<file path="config.mk">
export PLATFORM = sky130hd
export DESIGN_NAME = lstg_lane_alu
export DESIGN_NICKNAME = d
export VERILOG_FILES = /design/src/rtl/lstg_pkg.sv /design/src/rtl/lstg_lane_alu.sv
export SDC_FILE = /design/constraint.sdc
export NUM_CORES = 1
export LEC_CHECK = 0
export BUFFER_PORTS_ARGS = -buffer_cell sky130_fd_sc_hd__buf_4
export CORE_MARGIN = 2
export CORE_UTILIZATION = 30
export CTS_CLUSTER_SIZE = 10
export DETAILED_ROUTE_END_ITERATION = 6
export PLACE_DENSITY = 0.57
export SKIP_CTS_REPAIR_TIMING = 1
export SYNTH_ARGS = -nofsm -noshare
export SYNTH_HDL_FRONTEND = slang
export SYNTH_SLANG_ARGS = --single-unit
</file>
<file path="constraint.sdc">
create_clock -name clk -period 8.9 [get_ports clk]
set_input_delay 0.445 -clock clk [delete_from_list [all_inputs] [get_ports clk]]
set_output_delay 0.445 -clock clk [all_outputs]
set_load 0.01 [all_outputs]
</file>
<file path="src/rtl/lstg_pkg.sv">
// Types and constants for the lane-shift twister generator.
package lstg_pkg;

  localparam int DATA_W = 32;
  localparam int LANES_PER_WORD = 4;

  localparam logic [DATA_W-1:0] SEED_MULT = 32'd1812433253;

  // Configuration register indexes.
  localparam logic [2:0] REG_MID    = 3'd0;
  localparam logic [2:0] REG_LSHIFT = 3'd1;
  localparam logic [2:0] REG_RSHIFT = 3'd2;
  localparam logic [2:0] REG_MASK0  = 3'd3;
  localparam logic [2:0] REG_MASK1  = 3'd4;
  localparam logic [2:0] REG_MASK2  = 3'd5;
  localparam logic [2:0] REG_MASK3  = 3'd6;

  typedef logic [LANES_PER_WORD-1:0][DATA_W-1:0] mask_set_t;

  typedef enum logic [2:0] {
    OP_NONE,
    OP_LOAD,
    OP_MIX,
    OP_ADDI,
    OP_A,
    OP_C,
    OP_BM,
    OP_BR
  } alu_op_t;

  typedef struct packed {
    alu_op_t    op;
    logic [1:0] lane;
  } alu_ctrl_t;

endpackage

</file>
<file path="src/rtl/lstg_lane_alu.sv">
// Shared lane unit: seed multiply/add and regeneration XOR-shift terms.
module lstg_lane_alu import lstg_pkg::*; #(
  parameter int IDX_W = 10
) (
  input  logic              clk,
  input  alu_ctrl_t         ctrl,
  input  logic [DATA_W-1:0] din,
  input  logic [IDX_W-1:0]  idx,
  input  logic [4:0]        left_shift,
  input  logic [4:0]        right_shift,
  input  mask_set_t         mask,
  output logic [DATA_W-1:0] acc,
  output logic [DATA_W-1:0] result
);

  logic [DATA_W-1:0] mixed;

  assign mixed = acc ^ (acc >> 30);

  always_comb begin
    case (ctrl.op)
      OP_LOAD: result = din;
      OP_MIX:  result = SEED_MULT * mixed;
      OP_ADDI: result = acc + DATA_W'(idx);
      OP_A:    result = din ^ (din << left_shift);
      OP_C:    result = acc ^ din ^ (din >> right_shift);
      OP_BM:   result = acc ^ (din & mask[ctrl.lane]);
      OP_BR:   result = acc ^ din;
      default: result = acc;
    endcase
  end

  // Hold the running value between steps.
  always_ff @(posedge clk) begin
    acc <= result;
  end

endmodule

</file>
Word level (Yosys, flattened, before mapping) --
Index checks and enable logic that the tools add are counted.
Cells by class: multipliers 1, equality and inequality tests 7, mux-type cells 3, bitwise logic cells 6, shifts and indexed selects 2, add/subtract/negate cells 1, magnitude comparators 1
Operators by type and width (number):
- $pmux 32 s7 | 1
- $xor 32x32->32 | 4
- $bmux 32 s2 | 1
- $add 32x10->32 | 1
- $and 32x32->32 | 1
- $mul 31x32->32 const A | 1
- $mux 32 | 1
- $shl 32x5->32 | 1
- $shr 32x5->32 | 1
- $xor 32x2->32 | 1
- $eq 3x3->1 const B | 4
- $eq 3x2->1 const B | 2
- $eq 3x1->1 const B | 1
- $lt 2x3->1 const B | 1
Word-level totals: register bits after elaboration 32, logic and storage cells 22, bits of input ports 186

Longest topological paths before layout --
depth after elaboration 5, gate-level depth with buffers 26, mapped depth without buffers 24

Worst setup path before layout --
No wires, ideal clock.
path type register to output, from register acc[31], to output result[27], cell stages (with the launch flop) 25, buffers on the path 1, slack 1.864 ns, arrival time 6.591 ns, data required time 8.455 ns, path through dfxtp_1 -> clkbuf_1 -> xor2_1 -> xor2_1 -> ha_1 -> or2_2 -> ha_1 -> inv_1 -> fa_1 -> inv_1 -> ha_1 -> fa_1 -> fa_1 -> fa_1 -> inv_1 -> fa_1 -> inv_1 -> ha_1 -> and3_1 -> nand3_1 -> or3_1 -> a21bo_2 -> mux2i_1 -> a21oi_1 -> a211oi_1
Between the ends: word-level cells in the longest chain between the ends 3
RTL lines:
- from (decl) | line lstg_lane_alu.sv:12 | output logic [DATA_W-1:0] acc,
- from (signal assigned) | line lstg_lane_alu.sv:35 | acc <= result;
- $xor 32x2->32 | line lstg_lane_alu.sv:18 | assign mixed = acc ^ (acc >> 30);
- $mul 31x32->32 | line lstg_lane_alu.sv:23 | OP_MIX: result = SEED_MULT * mixed;
- $pmux 32 s7 | line lstg_lane_alu.sv:21 | case (ctrl.op)
- to (decl) | line lstg_lane_alu.sv:13 | output logic [DATA_W-1:0] result
Every way passes these cells.

Worst setup path after layout --
from register acc[11], to output result[30]
Between the ends: word-level cells in the longest chain between the ends 3, elaborated cells between the ends (all ways) 4, those cells by class 1 x add/sub; 1 x mul; 1 x mux; 1 x bitwise
RTL lines (line):
- $xor 32x2->32 | lstg_lane_alu.sv:18
- $mul 31x32->32 | lstg_lane_alu.sv:23
- $pmux 32 s7 * | lstg_lane_alu.sv:21
Mark *: on every way between the ends. The rest lies on a longest branch, timed or not.

==> run summary <==
The count of pins over their slew limit is 0. The run finished with clean final reports. In this run the critical register-to-register path is captured at acc[30]. The number of synthesized flops with an enable pin is 0.

The number of fillers in the final layout came out at 5543. The register with the most flip-flops in the layout has 32 of them. The tree is rooted in a sky130_fd_sc_hd__clkbuf_16. The library cell used most frequently in the layout, excluding fill and tap cells, is sky130_fd_sc_hd__buf_4. The number of placed instances, taps included, is 2669. The number of standard-cell rows in the floorplan came out at 85. Setup repair after global routing left no endpoint under its margin. The vias after detailed routing came out at about 15000. The routed wire length per instance came out at 25.27 um. Sequential elements use 3.925% of the synthesized area. The number of endpoints with negative hold slack in the final report came out at 0. The buffer depth of the longest clock path is 2.

The cell with the largest stage delay on the worst path is sky130_fd_sc_hd__dfxtp_1. Leaving out fill and tap cells, the most frequent cells in the layout are sky130_fd_sc_hd__buf_4 (277), sky130_fd_sc_hd__inv_1 (251), sky130_fd_sc_hd__ha_1 (220), sky130_fd_sc_hd__fa_1 (147), sky130_fd_sc_hd__o21ai_0 (113). The area growth from synthesis to layout is 16.03%. Synthesis produced 1815 cells. The via density per instance came out at between 5 and 6.

STA classifies the critical path startpoint as a register. The capture point of the worst path is result[30]. The total CTS buffers came out at 5. The async set-or-reset flop fraction in the synthesized netlist is 0%. TritonCTS built the clock tree. The total die area came out at 56280 sq um.

The setup TNS after final layout came out at 0 ns. The total congestion overflow is 0. Among all flip-flop cells after synthesis, the most frequent one is sky130_fd_sc_hd__dfxtp_1. The count of H-tree levels built during CTS came out at 2. The multi-input gate area in the final layout came out at roughly 14000 sq um.

The count of buffers added on input and output ports is around 250. The count of unresolved DRC violations after routing came out at 0. Counting flops per register, the top entry is acc. After synthesis the cells add up to about 16000 sq um. The net count of the finished layout is 2533. The global routing usage summed across all routing layers is 24.16%. On the worst path, the slowest cell contributes a delay of 0.61 ns. The die outline width is 237.2 um. The final RePlAce weighted congestion came out at approximately 0.96. The setup clock skew after layout came out at ~0.0099 ns. The count of TritonRoute iterations in the first routing pass is 7. The register area came out at 640.6 sq um. The pin count of the biggest net entering global routing came out at 37. The half-perimeter wire length of the detailed placement result is 55.53 mm. The clock-pin transition on the worst setup and hold timing paths is 0.07 ns.

The first-pass GRT wire length came out at about 100 mm. Derived from the worst setup path, the maximum achievable clock frequency is 0.1253 GHz. The total of flip-flops plus latches after synthesis came out at 32.

The total buffers and inverters traversed by the critical path came out at 7. The critical path in this run is classified as register to output pin. Of all nets on the critical path, the largest fanout is 8.

The register-to-register setup slack came out at 1.75 ns. Among cell families on the critical path, the largest total delay comes from adder cells. The endpoint arrival time on the critical path came out at between 7 and 8 ns.

The starting utilization of the core area came out at 30.33%. The later pin in the worst-skew pair is clocked with a latency of 0.33 ns. The worst slack on hold paths is 0.7613 ns. The via count of the first global-routing pass came out at approximately 16000. The critical path startpoint is acc[11]. The count of nets left with antenna violations after detail routing is 0.

The tightest slew margin relative to the limit came out at around a quarter. The netlist uses just under 80 different library cells. For the worst flop-to-flop path, the logic depth is 23. The source of the worst register-to-register timing path is acc[11]. The number of top-level pins came out at 250. The detailed router finished its first iteration with 1269 violations. The transition time of the tightest slew-check pin is around 1.1 ns. The number of non-filler instances in the completed layout is 2678. The die height came out at roughly 240 um.

Counting instances, the worst hold path has a depth of 1. The worst setup path is captured at an output pin. The required arrival time at the worst endpoint came out at approximately 8.5 ns. The largest registers in the layout are acc: 32 flops. Setup violations remaining at the end of the flow were counted as 0. The final wirelength is 67.67 mm.

The fraction of final layout cells sized beyond drive strength 1 came out at 21.05%. The number of sinks handled by clock tree synthesis is 32. The net count of the mapped netlist is 2368.

The logic depth of the worst path, buffers included is 24. The average size of a mapped cell is 8.992 sq um. The number of antenna violations at the first check in global routing came out at 2. The shortest period the worst path allows came out at 7.984 ns.

The number of max-cap violations is 0. The core outline area came out at about 54000 sq um. The number of warnings reported in the yosys synthesis log is 0. The part of the cycle the worst path needs is 89.71%. Traced cell by cell, the critical path runs through ha_1 > ha_1 > fa_1 > inv_1 > fa_1 > inv_1 > fa_1 > inv_1 > fa_1 > inv_1 > fa_1 > inv_1 > fa_1 > inv_1 > ha_1 > nand2_1 > nand2_1 > or3_1 > o21ai_0 > nand4_1 > a41oi_1 > xor2_1 > o22ai_1 > buf_4. The min-delay analysis places its worst path in the category register to register.
==> synth_stat cells, drive strengths merged (8+ instances only) <==
| cell type | count | area share [%] |
|---|---|---|
| a211oi | 17 | 0.78 |
| nor3 | 17 | 0.52 |
| or2 | 9 | 0.35 |
| o221ai | 12 | 0.64 |
| nor2 | 84 | 1.9 |
| mux4 | 106 | 15 |
| fa | 147 | 18 |
| ha | 220 | 17 |
| a2bb2oi | 8 | 0.43 |
| o22ai | 20 | 0.77 |
| a221oi | 15 | 0.80 |
| or3 | 9 | 0.34 |
| o21ai | 115 | 3.5 |
| nor2b | 11 | 0.42 |
| a21o | 12 | 0.55 |
| clkbuf | 93 | 2.1 |
| a31oi | 16 | 0.61 |
| nand3 | 25 | 0.77 |
| o211ai | 15 | 0.69 |
| xor2 | 58 | 3.1 |
| a21oi | 79 | 2.4 |
| nand2 | 100 | 2.3 |
| nand4 | 8 | 0.31 |
| inv | 252 | 5.8 |
| mux2i | 50 | 3.1 |
| dfxtp | 32 | 3.9 |
| xnor2 | 104 | 5.6 |
| o21a | 22 | 1.0 |
| nand2b | 17 | 0.65 |
| mux2 | 9 | 0.62 |
| buf | 26 | 0.87 |
==> logic make-up after synthesis <==
family | after synthesis | synth area share (%)
AOI/OAI and AO/OA | 404 | 16.22
xor gates and xnor gates | 162 | 8.694
adders and majority gates | 367 | 34.90
buffers and inverters | 374 | 8.870
DFF | 32 | 3.925
muxes | 165 | 18.45
and+or+nand+nor | 311 | 8.939
==> area by class of cell <==
class                      count  share of cell area (%)
antenna                        1                 0.01321
clock buffer                   5                  0.6607
clock inverter                 3                 0.09911
inverter                     255                   5.055
multi-input combinational   1409                   75.21
sequential                    32                   3.383
tap                          696                   4.599
timing repair buffer         277                   10.98
==> how the worst min path moves through the flow <==
stage,to,from
CTS,acc[1],acc[1]
detailed placement,acc[1],acc[1]
floorplan,acc[1],acc[1]
finish,acc[1],acc[1]
global placement,acc[0],acc[0]
global route,acc[1],acc[1]
==> metrics by stage <==
step / instance area [sq um] / worst slack (ns) / util (%)
global route: 18930 / 0.5641 / 35.18
CTS: 18930 / 0.9275 / 35.18
floorplan: 16320 / 1.864 / -
detailed placement: 18790 / 1.325 / 34.92
finish: 18940 / 0.9161 / 35.19
global placement: 18790 / 1.385 / 34.92
==> worst register-to-register path: stages, from the launching register on <==
cell and delay [ns]:
sky130_fd_sc_hd__dfxtp_1 0.61, sky130_fd_sc_hd__ha_1 0.37, sky130_fd_sc_hd__ha_1 0.29, sky130_fd_sc_hd__fa_1 0.50, sky130_fd_sc_hd__inv_1 0.05, sky130_fd_sc_hd__fa_1 0.47
sky130_fd_sc_hd__inv_1 0.05, sky130_fd_sc_hd__fa_1 0.50, sky130_fd_sc_hd__inv_1 0.05, sky130_fd_sc_hd__fa_1 0.52, sky130_fd_sc_hd__inv_1 0.05, sky130_fd_sc_hd__fa_1 0.47
sky130_fd_sc_hd__inv_1 0.05, sky130_fd_sc_hd__fa_1 0.53, sky130_fd_sc_hd__inv_1 0.07, sky130_fd_sc_hd__ha_1 0.37, sky130_fd_sc_hd__nand2_1 0.10, sky130_fd_sc_hd__nand2_1 0.06
sky130_fd_sc_hd__or3_1 0.33, sky130_fd_sc_hd__o21ai_0 0.44, sky130_fd_sc_hd__nand4_1 0.23, sky130_fd_sc_hd__a41oi_1 0.27, sky130_fd_sc_hd__xor2_1 0.13, sky130_fd_sc_hd__o22ai_1 0.48
==> layer usage <==
| metal | routed length [um] | global-route usage, % | share of wire, % | up-vias |
|---|---|---|---|---|
| li1 | - | - | - | 6776 |
| met4 | 2671 | 8.805 | 3.9 | 0 |
| met5 | 0 | 0 | 0 | - |
| met2 | 31840 | 40.23 | 47 | 701 |
| met1 | 28580 | 31.65 | 42 | 7649 |
| met3 | 4575 | 3.821 | 6.8 | 112 |
Power is left out: the tool's default activity adds up to more than one toggle a clock period on the data nets, which glitch-free logic cannot reach.
